## src/design/bdp_pkg.sv

```systemverilog
// Shared constants and types for the blockwise difference predictor.
// Used by blockwise_difference_predictor_top; depends on nothing else.
package bdp_pkg;

   // Default sizing of the stage cascade and of the internal sample arithmetic.
   localparam int MAX_ORDER_DEFAULT   = 8;
   localparam int SAMPLE_BITS_DEFAULT = 16;

   // Fixed field widths of the ports.
   localparam int PORT_SAMPLE_BITS = 16;
   localparam int ORDER_BITS       = 4;
   localparam int BLOCK_LEN_BITS   = 16;
   localparam int CSR_DATA_BITS    = 16;
   localparam int CSR_INDEX_BITS   = 2;

   // Register values after reset.
   localparam logic [ORDER_BITS-1:0]     PRED_ORDER_RESET   = '0;
   localparam logic [BLOCK_LEN_BITS-1:0] BLOCK_LEN_RESET    = 16'd1024;
   localparam logic                      DECODE_MODE_RESET  = 1'b0;
   localparam logic                      STEREO_DECOR_RESET = 1'b1;

   typedef enum logic [CSR_INDEX_BITS-1:0] {
      CSR_PRED_ORDER   = 2'd0,
      CSR_BLOCK_LENGTH = 2'd1,
      CSR_DECODE_MODE  = 2'd2,
      CSR_STEREO_DECOR = 2'd3
   } csr_index_type;

endpackage

```

## src/design/blockwise_difference_predictor_top.sv

```systemverilog
// Blockwise difference predictor: stereo decorrelation plus a cascade of
// difference (encode) or integrator (decode) stages that restart per block.
// Depends on bdp_pkg.
//
// Usage:
//   Input channel req_*: one stereo frame per transfer (main sample, second
//   sample, stream_start). Result channel rsp_*: one frame per input frame,
//   in order, with rsp_block_begins marking the first frame of each block.
//   Configuration port csr_*: one register written per cycle with csr_write
//   high; write it only while no frame is in flight.
//   Path: a transferred frame waits in the input register and moves into the
//   result register, which drives rsp_*, once that register can take it.
//   Throughput: one frame per cycle unless rsp_stall holds a full result
//   register. The input register feeds a single pass of chained SAMPLE_BITS
//   adders (up to MAX_ORDER stages per channel plus the channel add) into the
//   result register, and the stage memories update as a frame moves into it.
//   A frame is accepted while a finished result still waits to be taken; when
//   rsp_stall holds and both registers are full, req_stall rises in the same
//   cycle and the frame registers, stage memories and block position hold.
//   Reset clears both valid flags, the stage memories, the block position and
//   the configuration registers (order 0, block length 1024, encode mode,
//   stereo decorrelation on).
module blockwise_difference_predictor_top #(
   parameter int MAX_ORDER   = bdp_pkg::MAX_ORDER_DEFAULT,
   parameter int SAMPLE_BITS = bdp_pkg::SAMPLE_BITS_DEFAULT
) (
   input  logic                                        clock,
   input  logic                                        reset,
   // input channel
   input  logic                                        req_valid,
   output logic                                        req_stall,
   input  logic signed [bdp_pkg::PORT_SAMPLE_BITS-1:0] req_main_sample,
   input  logic signed [bdp_pkg::PORT_SAMPLE_BITS-1:0] req_second_sample,
   input  logic                                        req_stream_start,
   // result channel
   output logic                                        rsp_valid,
   input  logic                                        rsp_stall,
   output logic signed [bdp_pkg::PORT_SAMPLE_BITS-1:0] rsp_main_out,
   output logic signed [bdp_pkg::PORT_SAMPLE_BITS-1:0] rsp_second_out,
   output logic                                        rsp_block_begins,
   // configuration port
   input  logic                                        csr_write,
   input  bdp_pkg::csr_index_type                      csr_index,
   input  logic [bdp_pkg::CSR_DATA_BITS-1:0]           csr_wdata
);
   import bdp_pkg::*;

   typedef logic signed [SAMPLE_BITS-1:0] sample_type;

   // Configuration registers.
   logic [ORDER_BITS-1:0]     pred_order_ff,   pred_order_in;
   logic [BLOCK_LEN_BITS-1:0] block_len_ff,    block_len_in;
   logic                      decode_mode_ff,  decode_mode_in;
   logic                      stereo_ff,       stereo_in;

   // Input register.
   logic       in_valid_ff, in_valid_in;
   sample_type in_main_ff,  in_main_in;
   sample_type in_second_ff, in_second_in;
   logic       in_start_ff, in_start_in;

   // Result register.
   logic                               rsp_valid_ff, rsp_valid_in;
   logic signed [PORT_SAMPLE_BITS-1:0] rsp_main_ff,  rsp_main_in;
   logic signed [PORT_SAMPLE_BITS-1:0] rsp_second_ff, rsp_second_in;
   logic                               rsp_first_ff, rsp_first_in;

   // Stage memories and block position.
   sample_type                main_mem_ff   [MAX_ORDER];
   sample_type                main_mem_in   [MAX_ORDER];
   sample_type                second_mem_ff [MAX_ORDER];
   sample_type                second_mem_in [MAX_ORDER];
   logic [BLOCK_LEN_BITS-1:0] position_ff, position_in;

   // Handshake and datapath signals.
   logic                      accept;
   logic                      advance;
   logic                      out_ready;
   logic [BLOCK_LEN_BITS-1:0] pos_now;
   logic [BLOCK_LEN_BITS:0]   pos_inc;
   logic                      first;
   sample_type                main_val;
   sample_type                second_val;
   sample_type                second_res;

   assign out_ready = !rsp_valid_ff || !rsp_stall;
   assign advance   = in_valid_ff && out_ready;
   assign req_stall = in_valid_ff && !out_ready;
   assign accept    = req_valid && !req_stall;

   // Configuration writes.
   always_comb begin
      pred_order_in  = pred_order_ff;
      block_len_in   = block_len_ff;
      decode_mode_in = decode_mode_ff;
      stereo_in      = stereo_ff;
      if (csr_write) begin
         case (csr_index)
            CSR_PRED_ORDER:   pred_order_in  = csr_wdata[ORDER_BITS-1:0];
            CSR_BLOCK_LENGTH: block_len_in   = csr_wdata[BLOCK_LEN_BITS-1:0];
            CSR_DECODE_MODE:  decode_mode_in = csr_wdata[0];
            CSR_STEREO_DECOR: stereo_in      = csr_wdata[0];
            default: begin
               pred_order_in = pred_order_ff;
            end
         endcase
      end
   end

   // Input register: the size cast sign-extends or cuts to the internal width.
   always_comb begin
      in_valid_in  = in_valid_ff;
      in_main_in   = in_main_ff;
      in_second_in = in_second_ff;
      in_start_in  = in_start_ff;
      if (accept) begin
         in_valid_in  = 1'b1;
         in_main_in   = SAMPLE_BITS'(req_main_sample);
         in_second_in = SAMPLE_BITS'(req_second_sample);
         in_start_in  = req_stream_start;
      end else if (advance) begin
         in_valid_in = 1'b0;
      end
   end

   // Block framing.
   always_comb begin
      pos_now = in_start_ff ? '0 : position_ff;
      first   = (pos_now == '0);
      pos_inc = {1'b0, pos_now} + (BLOCK_LEN_BITS+1)'(1);
      position_in = position_ff;
      if (advance) begin
         if (block_len_ff == '0) begin
            position_in = pos_inc[BLOCK_LEN_BITS-1:0];
         end else if (pos_inc >= {1'b0, block_len_ff}) begin
            position_in = '0;
         end else begin
            position_in = pos_inc[BLOCK_LEN_BITS-1:0];
         end
      end
   end

   // Stage cascade. At a block start each active stage only loads its memory
   // and passes the value through. Stages at or beyond the order are idle.
   always_comb begin
      sample_type diff;
      main_val   = in_main_ff;
      second_val = in_second_ff;
      diff       = '0;
      if (!decode_mode_ff && stereo_ff) begin
         second_val = in_second_ff - in_main_ff;
      end
      for (int k = 0; k < MAX_ORDER; k++) begin
         main_mem_in[k]   = main_mem_ff[k];
         second_mem_in[k] = second_mem_ff[k];
         if (advance && (ORDER_BITS'(k) < pred_order_ff)) begin
            if (first) begin
               main_mem_in[k]   = main_val;
               second_mem_in[k] = second_val;
            end else if (decode_mode_ff) begin
               main_val         = main_val + main_mem_ff[k];
               second_val       = second_val + second_mem_ff[k];
               main_mem_in[k]   = main_val;
               second_mem_in[k] = second_val;
            end else begin
               main_mem_in[k]   = main_val;
               second_mem_in[k] = second_val;
               diff             = main_val - main_mem_ff[k];
               main_val         = diff;
               diff             = second_val - second_mem_ff[k];
               second_val       = diff;
            end
         end
      end
      second_res = second_val;
      if (decode_mode_ff && stereo_ff) begin
         second_res = second_val + main_val;
      end
   end

   // Result register.
   always_comb begin
      rsp_main_in   = rsp_main_ff;
      rsp_second_in = rsp_second_ff;
      rsp_first_in  = rsp_first_ff;
      rsp_valid_in  = rsp_valid_ff && rsp_stall;
      if (advance) begin
         rsp_valid_in  = 1'b1;
         rsp_main_in   = PORT_SAMPLE_BITS'(main_val);
         rsp_second_in = PORT_SAMPLE_BITS'(second_res);
         rsp_first_in  = first;
      end
   end

   always_ff @(posedge clock) begin
      if (reset) begin
         pred_order_ff  <= PRED_ORDER_RESET;
         block_len_ff   <= BLOCK_LEN_RESET;
         decode_mode_ff <= DECODE_MODE_RESET;
         stereo_ff      <= STEREO_DECOR_RESET;
         in_valid_ff    <= 1'b0;
         rsp_valid_ff   <= 1'b0;
         position_ff    <= '0;
         for (int k = 0; k < MAX_ORDER; k++) begin
            main_mem_ff[k]   <= '0;
            second_mem_ff[k] <= '0;
         end
      end else begin
         pred_order_ff  <= pred_order_in;
         block_len_ff   <= block_len_in;
         decode_mode_ff <= decode_mode_in;
         stereo_ff      <= stereo_in;
         in_valid_ff    <= in_valid_in;
         rsp_valid_ff   <= rsp_valid_in;
         position_ff    <= position_in;
         for (int k = 0; k < MAX_ORDER; k++) begin
            main_mem_ff[k]   <= main_mem_in[k];
            second_mem_ff[k] <= second_mem_in[k];
         end
      end
   end

   always_ff @(posedge clock) begin
      in_main_ff    <= in_main_in;
      in_second_ff  <= in_second_in;
      in_start_ff   <= in_start_in;
      rsp_main_ff   <= rsp_main_in;
      rsp_second_ff <= rsp_second_in;
      rsp_first_ff  <= rsp_first_in;
   end

   assign rsp_valid        = rsp_valid_ff;
   assign rsp_main_out     = rsp_main_ff;
   assign rsp_second_out   = rsp_second_ff;
   assign rsp_block_begins = rsp_first_ff;

   // The input side only stalls when a frame is waiting in the input register.
   a_stall_needs_frame: assert property (@(posedge clock) disable iff (reset)
      req_stall |-> in_valid_ff)
      else $error("req_stall raised with an empty input register");

   // After a frame moves on, the position stays below a nonzero block length.
   a_position_bound: assert property (@(posedge clock) disable iff (reset)
      (advance && block_len_ff != '0) |=> (position_ff < $past(block_len_ff)))
      else $error("block position ran past the block length");

   // A stream start always yields a block-start result.
   a_start_marks_block: assert property (@(posedge clock) disable iff (reset)
      (advance && in_start_ff) |=> (rsp_valid && rsp_block_begins))
      else $error("stream start did not produce a block start");

   // A new result only appears after a frame left the input register.
   a_result_source: assert property (@(posedge clock) disable iff (reset)
      $rose(rsp_valid) |-> $past(in_valid_ff))
      else $error("result appeared without a frame in the input register");

   // With no active stages the main channel passes through unchanged.
   a_order_zero_pass: assert property (@(posedge clock) disable iff (reset)
      (advance && pred_order_ff == '0)
         |=> (rsp_main_out == PORT_SAMPLE_BITS'($past(in_main_ff))))
      else $error("main channel altered with prediction order zero");

endmodule

```

## config.mk

```make
export PLATFORM = sky130hd
export DESIGN_NAME = blockwise_difference_predictor_top
export DESIGN_NICKNAME = d
export VERILOG_FILES = /design/src/design/bdp_pkg.sv /design/src/design/blockwise_difference_predictor_top.sv
export SDC_FILE = /design/constraint.sdc
export NUM_CORES = 2
export LEC_CHECK = 0
export BUFFER_PORTS_ARGS = -buffer_cell sky130_fd_sc_hd__buf_2
export CORE_MARGIN = 2
export CORE_UTILIZATION = 55
export CTS_CLUSTER_SIZE = 8
export DETAILED_ROUTE_END_ITERATION = 8
export PLACE_DENSITY = 0.72
export RECOVER_POWER = 25
export REMOVE_ABC_BUFFERS = 1
export SYNTH_ARGS = -nofsm -noshare
export SYNTH_HDL_FRONTEND = slang
export SYNTH_SLANG_ARGS = --single-unit
```

## constraint.sdc

```tcl
create_clock -name clock -period 29.2 [get_ports clock]
set_input_delay 4.38 -clock clock [delete_from_list [all_inputs] [get_ports clock]]
set_output_delay 4.38 -clock clock [all_outputs]
set_load 0.005 [all_outputs]
```

# [Yosys cells after proc, flatten, opt, wreduce, memory -nomap -nowiden]
# Memories as Yosys holds them, arrays and structs flattened.
# Cells that the tools add are included.
[word_totals] register_bits=106 input_bits=56 mem_count=2 mem_bits_rw=256 out_inout_bits=35 romBits=0 latch_bits=0
[classes] n_eq_ne=3 n_shift=0 muxes=123 reduce_logical=28 magnitude_cmp=9 add_sub_neg=35 n_bitwise=16 n_div=0 mul=0
[mem_list] name="main_mem_ff" depth=8 width=16 read_ports=8 rd_ports_with_merged_regs=0 write_ports=8 line="blockwise_difference_predictor_top.sv:69" source="sample_type main_mem_ff [MAX_ORDER];"
[mem_list] name="second_mem_ff" depth=8 width=16 read_ports=8 rd_ports_with_merged_regs=0 write_ports=8 line="blockwise_difference_predictor_top.sv:71" source="sample_type second_mem_ff [MAX_ORDER];"
[op_table] op="16-bit 2-to-1 mux" count=117
[op_table] op="16-bit adder" count=17
[op_table] op="16-bit subtractor" count=17
[op_table] op="16-bit logical NOT" count=2
[op_table] op="16-bit by 1-bit adder with 17-bit output, second input constant" count=1
[op_table] op="17-bit by 16-bit >= comparator with 1-bit output" count=1
[op_table] op="3-bit by 4-bit less-than comparator with 1-bit output, first input constant" count=4
[op_table] op="1-bit OR" count=16
[op_table] op="1-bit logical AND" count=14
[op_table] op="1-bit by 4-bit less-than comparator with 1-bit output, first input constant" count=2
[op_table] op="2-bit by 4-bit less-than comparator with 1-bit output, first input constant" count=2
[op_table] op="2-bit AND reduction" count=4
[op_table] op="1-bit 2-to-1 mux" count=6
[op_table] op="1-bit logical NOT" count=5
[op_table] op="2-bit == test, second input constant" count=2
[op_table] op="2-bit by 1-bit == test with 1-bit output, second input constant" count=1
[op_table] op="2-bit logical NOT" count=1
[op_table] op="2-bit nonzero test" count=1
[op_table] op="1-bit logical OR" count=1

# [Logic depth before layout (Yosys ltp)]
[depth] ltp_word=37 mapped_depth=86

# [Least setup slack after synthesis]
# Ideal clock, no wire load.
[synth_path] path_type="input to register" startpoint="input rsp_stall" endpoint="register rsp_second_ff[15], in the netlist rsp_second_out[15], data pin" setup_slack_ns=12.320 stages=68 required_time_ns=28.942 t_arrival_ns=16.622 path_buffers=5 cell_sequence="nand2_1 nand2_1 clkinv_1 o21ai_1 nand2_1 clkbuf_1 nand2_1 o21ai_0 inv_1 ha_1 inv_1 fa_1 mux2i_1 xor2_1 nor2_1 a21oi_1 inv_1 ha_1 (+32 left out) a21oi_1 xnor2_1 nor2_1 a21oi_1 inv_1 ha_1 clkbuf_1 o31ai_1 xnor2_1 o21ai_0 a221o_1 o21a_1 ha_1 nand2_1 o21ai_0 xor2_1 nand2_1 xnor2_1"
[synth_via] elab_chain_len=35 word_cells_on_any_way=85 classes_between="add/sub: 29; mux: 45; reduce/logical: 11"
[synth_rtl] item="from (decl)" line="blockwise_difference_predictor_top.sv:37" source="input logic rsp_stall,"
[synth_rtl] item="1-bit logical NOT *" line="blockwise_difference_predictor_top.sv:86" source="assign out_ready = !rsp_valid_ff || !rsp_stall;"
[synth_rtl] item="1-bit logical OR *" line="blockwise_difference_predictor_top.sv:86"
[synth_rtl] item="1-bit logical AND *" line="blockwise_difference_predictor_top.sv:87" source="assign advance = in_valid_ff && out_ready;"
[synth_rtl] item="net advance" line="blockwise_difference_predictor_top.sv:77" source="logic advance;"
[synth_rtl] item="1-bit logical AND" line="blockwise_difference_predictor_top.sv:156" source="if (advance && (ORDER_BITS'(k) < pred_order_ff)) begin"
[synth_rtl] item="16-bit 2-to-1 mux" line="blockwise_difference_predictor_top.sv:156"
[synth_rtl] item="16-bit subtractor, or another cell as far along" line="blockwise_difference_predictor_top.sv:170" source="diff = second_val - second_mem_ff[k];"
[synth_rtl] item="16-bit 2-to-1 mux" line="blockwise_difference_predictor_top.sv:160" source="end else if (decode_mode_ff) begin"
[synth_rtl] item="(+21 left out)"
[synth_rtl] item="16-bit 2-to-1 mux" line="blockwise_difference_predictor_top.sv:156"
[synth_rtl] item="16-bit subtractor, or another cell as far along" line="blockwise_difference_predictor_top.sv:170"
[synth_rtl] item="16-bit 2-to-1 mux" line="blockwise_difference_predictor_top.sv:160"
[synth_rtl] item="16-bit 2-to-1 mux" line="blockwise_difference_predictor_top.sv:157" source="if (first) begin"
[synth_rtl] item="16-bit 2-to-1 mux" line="blockwise_difference_predictor_top.sv:156"
[synth_rtl] item="16-bit adder" line="blockwise_difference_predictor_top.sv:177" source="second_res = second_val + main_val;"
[synth_rtl] item="16-bit 2-to-1 mux *" line="blockwise_difference_predictor_top.sv:176" source="if (decode_mode_ff && stereo_ff) begin"
[synth_rtl] item="net second_res[15]" line="blockwise_difference_predictor_top.sv:84" source="sample_type second_res;"
[synth_rtl] item="to (signal assigned)" line="blockwise_difference_predictor_top.sv:228" source="rsp_second_ff <= rsp_second_in;"
[synth_rtl] item="to (decl)" line="blockwise_difference_predictor_top.sv:65" source="logic signed [PORT_SAMPLE_BITS-1:0] rsp_second_ff, rsp_second_in;"
# The timed path passes the listed nets; every way through them passes the cells marked *.
# A chain may end at the register's enable or synchronous reset.

# [Worst setup path after layout]
[layout_path] startpoint="input rsp_stall" endpoint="register rsp_second_ff[15], in the netlist rsp_second_out[15], data pin"
[layout_via] elab_chain_len=35 word_cells_on_any_way=85 classes_between="add/sub: 29; mux: 45; reduce/logical: 11"
[layout_rtl] item="1-bit logical NOT *" line="blockwise_difference_predictor_top.sv:86"
[layout_rtl] item="1-bit logical OR *" line="blockwise_difference_predictor_top.sv:86"
[layout_rtl] item="1-bit logical AND *" line="blockwise_difference_predictor_top.sv:87"
[layout_rtl] item="net advance" line="blockwise_difference_predictor_top.sv:77"
[layout_rtl] item="1-bit logical AND" line="blockwise_difference_predictor_top.sv:156"
[layout_rtl] item="16-bit 2-to-1 mux" line="blockwise_difference_predictor_top.sv:156"
[layout_rtl] item="16-bit subtractor or 16-bit adder (tied branches)" line="blockwise_difference_predictor_top.sv:168, blockwise_difference_predictor_top.sv:161"
[layout_rtl] item="16-bit 2-to-1 mux" line="blockwise_difference_predictor_top.sv:160"
[layout_rtl] item="(+22 left out)"
[layout_rtl] item="16-bit subtractor or 16-bit adder (tied branches)" line="blockwise_difference_predictor_top.sv:168, blockwise_difference_predictor_top.sv:161"
[layout_rtl] item="16-bit 2-to-1 mux" line="blockwise_difference_predictor_top.sv:160"
[layout_rtl] item="16-bit 2-to-1 mux" line="blockwise_difference_predictor_top.sv:157"
[layout_rtl] item="16-bit 2-to-1 mux *" line="blockwise_difference_predictor_top.sv:156"
[layout_rtl] item="net main_val[14]" line="blockwise_difference_predictor_top.sv:82" source="sample_type main_val;"
[layout_rtl] item="16-bit adder *" line="blockwise_difference_predictor_top.sv:177"
[layout_rtl] item="16-bit 2-to-1 mux *" line="blockwise_difference_predictor_top.sv:176"
[layout_rtl] item="net second_res[15]" line="blockwise_difference_predictor_top.sv:84"
# Marked as above.

==> results.ini <==
[outcome]
status=complete, but fails checks
violations=max-capacitance violations, max-slew violations

[pwr]
max-vdd-ir-drop_mv=0.0447
finalPower_uw=2090
p_leak_uw=0.0186
powerDensity_nw_per_um2=45.5

[critical_path]
cp-start-kind=input port
reg2reg_slack_ns=12.36
worst_path_max_delay_cell=clkbuf_1
critPathMaxFanout=40
endpoint_kind=flop
critPathMaxStageDelay_ns=2.08
worst_ep_required_time_ns=29.60
cp.arrival_ns=20.75
path_class=in -> reg

[floorplan]
initial_utilization=0.557
die_y_um=284
die_x_um=284
num_rows=102
die-area_um2=80900
core_um2=77600
io_pins=91

[cells_and_area]
antennaDiodeCount=0
nets=6450
drive_gt1_frac=0.0505
syn_to_final_growth_pct=6.20
multi_input_area_um2=32000
nFillCells=7346
regArea_um2=7910

[hold_path]
hp-class=reg -> reg

[yosys]
synthCells=5945
avgSynthCellArea_um2=7.27
synth_common_cells=a21oi_1 (732), inv_1 (598), nor2_1 (567)
synth_edf_count=66
yosysMostFrequentCell=a21oi_1
synth_async_sr_flop_share=0
synth_top_cell_area_share=0.155
synth_top_area_cell=ha_1
synth_flop_cell=dfxtp_1
netlist_top_cells_area=ha_1 (16%), dfxtp_1 (14%), a21oi_1 (8.5%)
synthDistinctLibCells=89
synth_warnings=0
synth_area_um2=43200
yosysSeqAreaShare=0.183
synth-seq-cells=362

[global_route]
grt_pass1_wl_um=204000
grt_max_degree=107
grt_pass1_vias=39200
antenna_found_initial=1
overflow=0
grtUsageTotal=0.305

[cts]
cts_resized=0
htree_levels=2
clock_latency_ns=0.65
cts_setup_buffers=0
clk_pin_slew_ns=0.06
clock-sinks=362
cts_tree=yes
cts_buffer_depth=3
cts_buffers=53
cts_root_buffer=clkbuf_16
hold_buffers=0

[place]
place.gp.congestion=0.923
port_buffers=90
dp_hpwl_um=92700

[timing]
finalSetupTns_ns=0
maxSlewViolCount=182
fin_crit_ns=20.35
rsz0062_at_grt=no
finalClockSkew_ns=0.0288
setup_viol=0
final.period_utilization=0.697
slew_headroom=-2.75
max_freq_mhz=49.1
worst_pin_slew_ns=5.63
hold_viol_final=0

[route]
viasPerCell=6.01
drt_iter0_drc=3396
num_vias=41500
drtAntennaViolNets=0
remaining_drc_errors=0
wl_per_cell_um=18.4
wl_um=127000
dr.pass1.iters=8

[run]
maxCapViolCount=3

logic make-up after synthesis:
group,count (synthesis),synth area share
AND/OR/NAND/NOR,1543,0.156
multiplexers,122,0.0294
XOR/XNOR,434,0.0894
adder cells (fa/ha/maj),570,0.171
buffers and inverters,927,0.0805
flip-flops,362,0.183
AO/OA/AOI/OAI,1987,0.291
per-stage QoR:
stage / instance area, µm² / instances / hold WS [ns] / setup slack, ns / util
floorplan: 42000 / 5618 / 0.443 / 6.69 / -
global placement: 44400 / 6809 / 0.459 / 10.32 / 0.572
detailed placement: 44400 / 6809 / 0.463 / 10.07 / 0.572
CTS: 46000 / 6897 / 0.471 / 10.72 / 0.592
global route: 45900 / 6897 / 0.486 / 7.49 / 0.592
finish: 45900 / 6897 / 0.469 / 8.85 / 0.592
power breakdown:
part | switching [µW] | internal (µW) | total [µW]
combinational | 558 | 378 | 936
sequential | 13.2 | 527 | 540
clock | 263 | 350 | 613
total | 834 | 1250 | 2090
layout make-up:
| type | instances | area share |
|---|---|---|
| tap | 1040 | 0.0283 |
| multi-input combinational | 4656 | 0.696 |
| timing repair buffer | 151 | 0.0199 |
| sequential | 362 | 0.172 |
| clock inverter | 3 | 0.00144 |
| clock buffer | 85 | 0.0328 |
| inverter | 600 | 0.0491 |
metal layers:
metal,vias to the layer above,wire (µm),global-route usage
met5,-,0,0
met4,0,4620,0.109
met3,249,7650,0.0262
met2,1276,57400,0.507
met1,19500,57400,0.413
li1,20500,-,-
state kept, by name, indices dropped and copies added (netlist names):
name	cells
block_len_ff	16
decode_mode_ff	1
in_main_ff	16
in_second_ff	16
in_start_ff	1
in_valid_ff	1
main_mem_ff	128
position_ff	16
pred_order_ff	4
rsp_block_begins	1
rsp_main_out	16
rsp_second_out	16
rsp_valid	1
second_mem_ff	128
stereo_ff	1
cell usage in the layout, fill, tap and decap left out, types with 56 or more instances in the layout:
| cell | synthesis | final |
|---|---|---|
| nand2_1 | 535 | 531 |
| buf_4 | 0 | 56 |
| mux2i_1 | 86 | 86 |
| a21oi_1 | 732 | 729 |
| xor2_1 | 87 | 87 |
| nand2b_1 | 64 | 63 |
| buf_2 | 2 | 85 |
| nor3_1 | 101 | 101 |
| edfxtp_1 | 66 | 66 |
| nand3_1 | 61 | 61 |
| nor2b_1 | 59 | 58 |
| dfxtp_1 | 296 | 295 |
| o21bai_1 | 155 | 155 |
| a21o_1 | 105 | 105 |
| a211oi_1 | 163 | 163 |
| xnor2_1 | 341 | 341 |
| o211ai_1 | 129 | 129 |
| o21ai_0 | 321 | 321 |
| ha_1 | 536 | 536 |
| inv_1 | 598 | 599 |
| nor2_1 | 567 | 560 |
final timing paths:
kind | startpoint | to | cells past startpoint
max | rsp_stall | rsp_second_out[15] | 67
min | block_len_ff[3] | block_len_ff[3] | 2
max reg2reg | rsp_valid | rsp_second_out[15] | 66
min reg2reg | block_len_ff[3] | block_len_ff[3] | 2
worst max-delay path, delay by kind of cell:
kind                       cells  cell delay [ns]
AOI/OAI and AO/OA             26             5.80
buffers and inverters         11             3.98
adders and majority gates      8             2.96
and+or+nand+nor               14             2.47
xor gates and xnor gates       5             0.65
muxes                          3             0.48
Note: power is estimated with default switching activity, not from simulation.
